File: src/hw/rtl/ktk_queue.sv
// Small first-word-fall-through queue.
module ktk_queue #(
   parameter int unsigned WIDTH = 8,
   parameter int unsigned DEPTH = 4
) (
   input  logic clock,
   input  logic reset,
   input  logic push,
   output logic full,
   input  logic [WIDTH-1:0] wdata,
   input  logic pop,
   output logic empty,
   output logic [WIDTH-1:0] rdata
);
   localparam int unsigned AW = $clog2(DEPTH);

   logic [WIDTH-1:0] mem_ff [DEPTH];
   logic [AW:0] wr_ff, wr_in, rd_ff, rd_in;

   assign full = (wr_ff[AW] != rd_ff[AW]) && (wr_ff[AW-1:0] == rd_ff[AW-1:0]);
   assign empty = (wr_ff == rd_ff);
   assign rdata = mem_ff[rd_ff[AW-1:0]];
   assign wr_in = wr_ff + (AW+1)'(push && !full);
   assign rd_in = rd_ff + (AW+1)'(pop && !empty);

   always_ff @(posedge clock) begin
      if (reset) begin
         wr_ff <= '0;
         rd_ff <= '0;
      end else begin
         wr_ff <= wr_in;
         rd_ff <= rd_in;
      end
   end

   always_ff @(posedge clock) begin
      if (push && !full) begin
         mem_ff[wr_ff[AW-1:0]] <= wdata;
      end
   end
endmodule

File: config.mk
export PLATFORM = sky130hd
export DESIGN_NAME = ktk_queue
export DESIGN_NICKNAME = d
export VERILOG_FILES = /design/src/hw/rtl/ktk_queue.sv
export SDC_FILE = /design/constraint.sdc
export NUM_CORES = 1
export LEC_CHECK = 0
export BUFFER_PORTS_ARGS = -buffer_cell sky130_fd_sc_hd__buf_4
export CORE_MARGIN = 5
export CORE_UTILIZATION = 25
export DETAILED_ROUTE_END_ITERATION = 10
export PLACE_DENSITY_LB_ADDON = 0.1
export SETUP_SLACK_MARGIN = 0.2
export SLEW_MARGIN = 0
export SYNTH_ARGS = -nofsm -noshare
export SYNTH_HDL_FRONTEND = slang
export SYNTH_SLANG_ARGS = --single-unit
File: constraint.sdc
create_clock -name clock -period 2 [get_ports clock]
set_input_delay 0.1 -clock clock [delete_from_list [all_inputs] [get_ports clock]]
set_output_delay 0.1 -clock clock [all_outputs]
set_load 0.02 [all_outputs]
==> impl_metrics.toml <==
[timing]
period_needed_ns = 1.71
whs_ns = 0.00874
setup-tns-final_ns = 0
drv_slew = 0
rsz0062_at_grt = "no"
max_freq_mhz = 586
relSlewSlack_pct = 70.6
worst_slew_pin_slew_ns = 0.439
fin_crit_sh_pct = 85.3
hold_viol = 0
setup_viol = 0
skew_ns = 0.00828

[worst_hold_path]
hold_start = "reset"
holdPathEnd = "wr_ff[2]"
hold_depth = 2
worstHoldPathType = "input port to flip-flop"

[cts]
cts_buffer_depth = 2
cts_setup_buffers = 0
cts_tree = "built"
h-tree-depth = 2
root_buffer = "clkbuf_8"
cts_inserted_buffers = 5
clock_sinks = 38
path_clk_slew_ns = 0.08
clkLatencyLatePin_ns = 0.29

[power]
power_mw = 2.13
p_per_area_nw_per_um2 = 1070
vdd.ir_drop.worst_v = 0.000402
leakagePower_nw = 0.705

[placed_design]
gp_congestion = 0.707
portBuffers = 21
dp_hpwl_um = 2120

[synth]
synth-main-ff-cell = "edfxtp_1"
yosysTopAreaCellShare_pct = 62.3
synth_top_cell_by_area = "edfxtp_1"
yosysSeqAreaShare_pct = 70.1
synthTopCellsByArea = "edfxtp_1 (62%), mux4_2 (12%), dfxtp_1 (7.8%), ha_1 (3.2%), xnor2_1 (2.8%)"
avgSynthCellArea_um2 = 19.5
ys_seq_elements = 38
synth_edf_count = 32
yosys.cell_types.count = 19
ys_warn_count = 0
synth_cells = 79
syn-num-nets = 95
async_flop_share_pct = 0
syn_area_um2 = 1540

[route]
drc_errors = 0
drtIter0Drc = 28
viasPerCell = 4.27
wl_per_cell_um = 15.2
detail_route.first_pass.iterations = 4
ant_nets = 0
vias = 811
routed_wl_um = 2900

[status]
status = "complete, no violations"

[critical_path]
critPathMaxFanout = 7
crit_start = "rd_ff[0]"
r2r_cells = 6
start_kind = "flip-flop"
critPathArrivalTime_ns = 1.61
r2r-end = "rd_ff[2]"
cp-end-kind = "output pin"
rr_startpoint = "rd_ff[1]"
path_class = "flip-flop to output pin"
critPathBufInv = 2
cp_cell_sequence = "buf_6 -> mux4_2 -> buf_4"
crit_required_ns = 1.90
worst_path_largest_cell_delay_ns = 0.52
worst-r2r-setup-slack_ns = 0.33
slowest_stage = "mux4_2"
crit_family = "multiplexers"

[floorplanning]
core_area_um2 = 5960
start_util_pct = 25.9
row_count = 28
die_y_um = 88.5
ios = 22
dieArea_um2 = 7840
die_w_um = 88.5

[final_layout]
area_delta_synth_final_pct = 28.8
fin_util_pct = 33.3
diodes = 0
final_common_cell = "edfxtp_1"
drive_above_1_share_pct = 40.9
layout_common_cells = "edfxtp_1 (32), buf_4 (27), mux4_2 (8)"
finalNetCount = 130

[global_routing]
grt_pass1_vias = 884
grt_pass1_wl_um = 4800
gr-total-overflow = 0
busiest_layer = "met2"
antenna_found_initial = 0
use_met3_pct = 3.17
grt_max_degree = 13
grt_use_met2_pct = 14.4
grt_usage_pct = 8.68
met1_usage_pct = 10.1

[run]
max_cap_violations = 0
-- layer usage --
layer  up-vias  part of all wire [%]
li1        382                     -
met1       408                    41
met2        17                    53
met3         4                   4.8
met4         0                   1.6
met5         -                     0
-- report_power, final --
group | internal (mW) | switching [mW] | leakage [nW] | total [mW]
combinational | 0.216 | 0.211 | 0.296 | 0.428
sequential | 0.906 | 0.0382 | 0.343 | 0.944
clock | 0.493 | 0.264 | 0.0658 | 0.757
total | 1.62 | 0.513 | 0.705 | 2.13
-- how the worst max path moves through the flow --
stage	depth (start not counted)	endpoint	slack, ns
6_report	3	rdata[5]	0.29
5_1_grt	6	rd_ff[2]	0.22
4_1_cts	3	rdata[5]	0.21
3_3_place_gp	6	wr_ff[2]	0.39
3_5_place_dp	6	rd_ff[2]	0.32
2_1_floorplan	6	wr_ff[1]	0.43
-- sequential cells by signal, summed over array words and instances, names as in the netlist --
register / flops
mem_ff: 32
rd_ff: 3
wr_ff: 3
-- synthesized netlist by cell type, drive strengths merged, types with 2 or more instances --
cell type	instances
nor3	2
buf	2
ha	4
nor2b	4
mux4	8
o31a	2
nor2	3
xor2	3
xnor2	5
edfxtp	32
a31oi	2
dfxtp	6
-- area by class of cell --
cell class / instances / area (um^2)
Sequential cell: 38 / 1080
Tap cell: 75 / 93.8
Multi-Input combinational cell: 38 / 433
Fill cell: 601 / 3970
Timing Repair Buffer: 31 / 244
Clock inverter: 3 / 63.8
Clock buffer: 5 / 68.8
-- cells by family after synthesis --
group                      after synthesis  synth area share, %
AOI/OAI and AO/OA                        6                 3.57
xor gates and xnor gates                 8                 5.52
adders and majority gates                4                 3.25
buffers and inverters                    3                 1.79
DFF                                     38                 70.1
muxes                                    8                 11.7
and+or+nand+nor                         12                 4.06
-- timing repair --
action	in CTS	in global routing
gates resized for setup	1	1
endpoints found under the setup margin	6	6
hold endpoints to repair	0	7
pin swaps	0	0
hold buffers	0	3
-- per-stage QoR --
step	cell area (um^2)	setup WS [ns]	instances
after floorplan	1540	0.432	79
after global routing	1990	0.216	190
after CTS	1950	0.209	187
after detailed placement	1820	0.320	179
after global placement	1820	0.385	179
final	1990	0.294	190
No activity file was read; power rests on OpenSTA's default activity.
