**src/hw/rtl/ktk_pkg.sv**
```systemverilog
// Shared types, constants and helpers of the Kelvin traction kernel.
package ktk_pkg;

   localparam int unsigned MW = 40;            // multiplier operand width
   localparam int unsigned PW = 2 * MW;        // full product width
   localparam int unsigned QW = 48;            // width of rounded Q.30 results
   localparam int unsigned DW = 128;           // divider word width
   localparam logic [29:0] PI_Q28 = 30'd843314857;
   localparam logic [1:0] DIM_RESET = 2'd2;
   localparam logic [30:0] NU_RESET = 31'd322122547;
   localparam logic [1:0] DIM_3D = 2'd3;
   localparam logic REG_DIMENSION = 1'b0;
   localparam logic REG_POISSON = 1'b1;
   localparam int unsigned ENTRY_DEPTH_DEFAULT = 4;
   localparam int unsigned RESULT_DEPTH_DEFAULT = 2;

   typedef struct packed {
      logic [31:0] distance;
      logic signed [31:0] dir_x;
      logic signed [31:0] dir_y;
      logic signed [31:0] dir_z;
      logic signed [31:0] norm_x;
      logic signed [31:0] norm_y;
      logic signed [31:0] norm_z;
   } req_type;

   typedef struct packed {
      logic [1:0] row;
      logic [1:0] col;
      logic signed [63:0] value;
      logic saturated;
      logic last;
   } rsp_type;

   typedef struct packed {
      logic [1:0] row;
      logic [1:0] col;
      logic last;
      logic zero_r;
      logic is_3d;
      logic signed [63:0] bb;
      logic [DW-1:0] den;
   } entry_type;

   typedef enum logic [3:0] {
      FR_IDLE, FR_COS, FR_POM, FR_RSQ, FR_DEN,
      FR_RRIJ, FR_P1, FR_P2, FR_W, FR_T, FR_PUSH
   } front_state_type;

   typedef enum logic [1:0] {
      BK_IDLE, BK_DIV, BK_OUT
   } back_state_type;

   // Q.30 rounding of a full product, ties away from zero
   function automatic logic signed [QW-1:0] qround(input logic signed [PW-1:0] p);
      logic [PW-1:0] mag;
      logic [PW-1:0] m;
      mag = p[PW-1] ? -p : p;
      m = (mag + (PW'(1) << 29)) >> 30;
      return p[PW-1] ? $signed(QW'(-m)) : $signed(QW'(m));
   endfunction

endpackage

```
**src/hw/rtl/ktk_back.sv**
```systemverilog
// Back end: scales each entry by the denominator with a radix-2 divider.
module ktk_back (
   input  logic clock,
   input  logic reset,
   input  logic entry_empty,
   output logic entry_pop,
   input  ktk_pkg::entry_type entry_data,
   output logic out_push,
   input  logic out_full,
   output ktk_pkg::rsp_type out_data
);
   localparam int unsigned DW = ktk_pkg::DW;

   ktk_pkg::back_state_type state_ff, state_in;
   logic [DW-1:0] num_ff, rem_ff, quo_ff, den_ff;
   logic [$clog2(DW)-1:0] cnt_ff;
   logic neg_ff;
   ktk_pkg::rsp_type res_ff;

   logic [63:0] mag, limit, qv;
   logic in_neg, ge, ovf;
   logic [DW-1:0] num0, rem_sh, rem_next, quo_next;

   assign in_neg = (entry_data.bb > 64'sd0);
   assign mag = entry_data.bb[63] ? 64'(-entry_data.bb) : 64'(entry_data.bb);
   assign num0 = {(mag << (entry_data.is_3d ? 25 : 10)), 64'b0} + {1'b0, entry_data.den[DW-1:1]};
   assign rem_sh = {rem_ff[DW-2:0], num_ff[DW-1]};
   assign ge = (rem_sh >= den_ff);
   assign rem_next = ge ? rem_sh - den_ff : rem_sh;
   assign quo_next = {quo_ff[DW-2:0], ge};
   assign limit = neg_ff ? 64'h8000_0000_0000_0000 : 64'h7fff_ffff_ffff_ffff;
   assign ovf = (quo_next[DW-1:64] != '0) || (quo_next[63:0] > limit);
   assign qv = ovf ? limit : quo_next[63:0];

   // next state
   always_comb begin
      state_in = state_ff;
      case (state_ff)
         ktk_pkg::BK_IDLE: begin
            if (!entry_empty) state_in = entry_data.zero_r ? ktk_pkg::BK_OUT : ktk_pkg::BK_DIV;
         end
         ktk_pkg::BK_DIV: if (cnt_ff == '0) state_in = ktk_pkg::BK_OUT;
         ktk_pkg::BK_OUT: if (!out_full) state_in = ktk_pkg::BK_IDLE;
         default: state_in = ktk_pkg::BK_IDLE;
      endcase
   end

   // outputs
   always_comb begin
      entry_pop = (state_ff == ktk_pkg::BK_IDLE) && !entry_empty;
      out_push = (state_ff == ktk_pkg::BK_OUT);
      out_data = res_ff;
   end

   always_ff @(posedge clock) begin
      if (reset) begin
         state_ff <= ktk_pkg::BK_IDLE;
      end else begin
         state_ff <= state_in;
      end
   end

   always_ff @(posedge clock) begin
      if (entry_pop) begin
         num_ff <= num0;
         rem_ff <= '0;
         quo_ff <= '0;
         den_ff <= entry_data.den;
         cnt_ff <= '1;
         neg_ff <= in_neg;
         res_ff.row <= entry_data.row;
         res_ff.col <= entry_data.col;
         res_ff.last <= entry_data.last;
         res_ff.saturated <= entry_data.zero_r;
         // zero distance: pin to the limit opposite the numerator sign
         if (in_neg) res_ff.value <= 64'sh8000_0000_0000_0000;
         else if (entry_data.bb[63]) res_ff.value <= 64'sh7fff_ffff_ffff_ffff;
         else res_ff.value <= '0;
      end else if (state_ff == ktk_pkg::BK_DIV) begin
         num_ff <= num_ff << 1;
         rem_ff <= rem_next;
         quo_ff <= quo_next;
         cnt_ff <= cnt_ff - 1'b1;
         if (cnt_ff == '0) begin
            res_ff.saturated <= ovf;
            res_ff.value <= neg_ff ? $signed(-qv) : $signed(qv);
         end
      end
   end

   a_den_nonzero: assert property (@(posedge clock) disable iff (reset)
      (state_ff == ktk_pkg::BK_DIV) |-> (den_ff != '0))
      else $error("divider running with zero denominator");

   a_rem_bound: assert property (@(posedge clock) disable iff (reset)
      (state_ff == ktk_pkg::BK_DIV) |-> (rem_ff < den_ff))
      else $error("partial remainder not below denominator");

   a_out_done: assert property (@(posedge clock) disable iff (reset)
      (state_ff == ktk_pkg::BK_OUT && !out_full) |=> (state_ff == ktk_pkg::BK_IDLE))
      else $error("result transfer did not release the divider");
endmodule
```
**config.mk**
```make
export PLATFORM = sky130hd
export DESIGN_NAME = ktk_back
export DESIGN_NICKNAME = d
export VERILOG_FILES = /design/src/hw/rtl/ktk_pkg.sv /design/src/hw/rtl/ktk_back.sv
export SDC_FILE = /design/constraint.sdc
export NUM_CORES = 2
export LEC_CHECK = 0
export BUFFER_PORTS_ARGS = -buffer_cell sky130_fd_sc_hd__clkbuf_2
export CAP_MARGIN = 40
export CORE_ASPECT_RATIO = 0.9
export CORE_MARGIN = 10
export CORE_UTILIZATION = 62
export DETAILED_ROUTE_END_ITERATION = 8
export PLACE_DENSITY_LB_ADDON = 0.25
export SLEW_MARGIN = 20
export SYNTH_ARGS = -nofsm -noshare
export SYNTH_HDL_FRONTEND = slang
export SYNTH_SLANG_ARGS = --single-unit
```
**constraint.sdc**
```tcl
create_clock -name clock -period 14 [get_ports clock]
set_input_delay 2.8 -clock clock [delete_from_list [all_inputs] [get_ports clock]]
set_output_delay 2.8 -clock clock [all_outputs]
set_load 0.005 [all_outputs]
```
==> impl_results.md <==
- Status: finished clean
- Clock power frac: between 30% and 40%
- Comb pwr share: around 22%
- Clk Latency, worst-skew pair: about 0.66 ns
- Commonest non-fill, non-tap cell in the layout: nand2_1
- Sink Count: ~600
- RSZ-0062 raised after global routing: false
- Sw frac: just over 30%
- Slew @ Worst Pin: 0.934 ns
- Worst reg2reg path startpoint: num_ff[127]$_DFFE_PP_
- Antenna-violating nets left: 0
- Yosys top cell area share: roughly a quarter
- I/O Buffers: ~270
- Peak VDD IR: 0.0000908 V
- Hold Crit Depth: 2
- Grt ovf: 0
- Vias per inst: between 6 and 7
- Initial core utilization: between 60% and 70%
- Syn Area/Cell: ~8.3 um^2
- Crit path capture type: register
- Die Width: 283 um
- Die height: approximately 260 um
- Number of global-route vias before repair: between 30,000 and 40,000
- Yosys Warn Count: 0
- Slew headroom: around 38%
- Startpoint types: primary input
- Min cycle time layout: around 8.0 ns
- R2R Setup Slk: a little over 6 ns
- Cell taking the most area after synthesis: edfxtp_1
- Total CTS buffers: 60
- Internal power: ~3.4 mW
- Clk root buf: clkbuf_16
- Fin Setup TNS: 0 ns
- Area delta synth->final: 10.5%
- CTS tree: yes
- Post-synthesis sequential area ratio: between 30 and 40%
- Top_reg_cell synth: edfxtp_1
- Placer Congestion: 0.983
- Cell area after synthesis: ~39,000 um^2
- Routed WL: between 100,000 and 150,000 um
- CP arrival: about 8.4 ns
- Max frequency: approximately 0.12 GHz
- R2R Path End: out_data[60]$_DFFE_PP_
- Cell Rows: 86
- Worst setup path startpoint: entry_data[136]
- Largest net degree at the start of global routing: ~180
- Power Dens Cells: ~110 nW/um^2
- Cell count of the worst reg-to-reg path: 29
- H-tree depth: 2
- Worst hold path type: register to register
- Hold WS: 0.429 ns
- Crit Path Max Fanout: 7
- Yosys reg bits: 590
- DRC Markers: 0
- Tot Pwr: roughly 4.9 mW
- Cell leakage power: about 19 nW
- Clock transition at path regs: 0.06 ns
- Cts hold-fix bufs: 0
- Global-route wire length before repair: ~180,000 um
- Kind of critical path: primary input to register
- Die ar.: roughly 73,000 um^2
- Period utilization: between 50% and 60%
- Top cells by area, synth: edfxtp_1, dfxtp_1, nand2_1, ha_1, o21ai_0
- Most frequent cells in the layout: nand2_1, o21ai_0, a21oi_1
- Library cells used by synthesis: ~100
- Cell count after synthesis: ~4,700
- Global-route usage over all layers: about 30%
- # nets final: 5,240
- EDFF count, synth: 327
- P_sw: ~1.5 mW
- 1st-iter DRT viols: roughly 4,100
- Async set-reset flop share out of synthesis: 0%
- Worst hold start: quo_ff[71]$_SDFFE_PP0P_
- Required @ worst endpoint: 14.34 ns
- Top Ports: 275
- Final hold violations: 0
- Avg WL per Cell: roughly 20 um
- Layout cells sized above 1: 9.72%
- Router iterations before antenna repair: 6
- Post-CTS Setup Repair Bufs: 0
- Vias: ~36,000
- Max Slew Vio Count: 0
- Skew final: just over 0.04 ns
- Clock Tree Buf Depth: 3
- Placeable Area: between 60,000 and 70,000 um^2
- Initial antenna violation count: 3
- Post-CTS sizing: 0
- Max cap viols: 0
- Dpl hpwl: 82,000 um
- Hold Path End: quo_ff[72]$_SDFFE_PP0P_
- Sequential power share: a little over two fifths
- # setup viols final: 0
-- routing by layer --
layer,global-route usage [%],share of wire (%)
met5,0,0.024
met4,10.1,3.4
met3,4.51,8.8
met2,44.8,43
met1,42.4,45
-- logic make-up after synthesis --
group / after synthesis / synth area share [%]
and+or+nand+nor: 1783 / 20.9
other: 2 / 0.0194
adders and majority gates: 253 / 8.24
DFF: 590 / 39.1
AOI/OAI and AO/OA: 1320 / 21.3
buffers and inverters: 464 / 4.65
xor gates and xnor gates: 243 / 5.51
muxes: 12 / 0.311
-- sequential cells by signal, indices dropped and copies added, names as in the netlist --
signal and cells:
cnt_ff 7, den_ff 128, neg_ff 1, num_ff 128
out_data 70, quo_ff 127, rem_ff 127, state_ff 2
-- worst max-delay path by stage --
stage | end | slack (ns)
after global routing | num_ff[126]$_DFFE_PP_ | 5.72
final | num_ff[126]$_DFFE_PP_ | 5.97
after detailed placement | num_ff[126]$_DFFE_PP_ | 5.38
after global placement | num_ff[126]$_DFFE_PP_ | 5.37
after floorplan | entry_pop | 3.78
after CTS | num_ff[126]$_DFFE_PP_ | 6.03
-- layout make-up --
type	count	area, um^2
Tap cell	836	1050
Multi-Input combinational cell	3614	21800
Antenna cell	1	2.50
Fill cell	5015	18800
Clock inverter	42	520
Clock buffer	72	1580
Timing Repair Buffer	319	1880
Inverter	199	762
Sequential cell	590	15100
-- power groups by stage --
stage               clock [mW]  sequential (mW)  combinational, mW
detailed placement           0             2.10               1.05
floorplan                    0             2.10              0.745
CTS                       1.73             2.06               1.06
global placement             0             2.09               1.04
global route              1.79             2.07               1.20
finish                    1.71             2.06               1.09
-- cell usage after synthesis, types with 7 or more instances --
cell      number
or2_2         16
buf_1         24
o21a_1        35
a31oi_1       41
a21o_1       119
inv_1        196
xor2_1       123
a221oi_1      11
or3_1         41
xnor2_1      120
nor3b_1        9
ha_1         251
edfxtp_1     327
clkbuf_1     209
buf_2         24
or4_1         19
nor3_1        87
a211o_1        8
nand2_1      847
a22oi_1       35
nand2b_1      24
o21ai_1       17
o211ai_1      27
nor2_1       285
o21ai_0      387
o31ai_1       45
o31a_1         8
and3_1        22
a22o_1        26
nand4_1       94
a211oi_1      39
nor4_1        52
nor2b_1       29
and4_1        11
o21bai_1      44
a21oi_1      370
dfxtp_1      263
and2_1        25
a32oi_1        9
mux2i_1       12
nand3_1      198
a41oi_1        7
o41ai_1       11
-- through the flow --
step                std cells  setup WS (ns)  util (%)  cell area (um^2)
floorplan                4668           3.78         -             38600
global placement         5544           5.37      65.6             40300
detailed placement       5549           5.38      65.7             40400
CTS                      5663           6.03      69.2             42500
global route             5673           5.72      69.4             42700
finish                   5673           5.97      69.4             42700
-- worst max-delay path, stage by stage --
cell and delay [ns]:
clkbuf_2 0.10, or4_1 0.55, or3_1 0.47, or3_1 0.51, or3_1 0.41, or3_1 0.36
a21oi_1 0.16, nor2_1 0.05, a21oi_1 0.11, a21oi_1 0.07, ha_1 0.41, a21o_1 0.21
a21oi_1 0.20, nand2_1 0.09, and3_1 0.20, and4_1 0.15, a32oi_1 0.31, a311oi_1 0.23
a21o_1 0.24, a221oi_1 0.37, a21oi_1 0.14, xnor2_1 0.14, o21ai_0 0.09
Power figures use the tool's default switching activity.
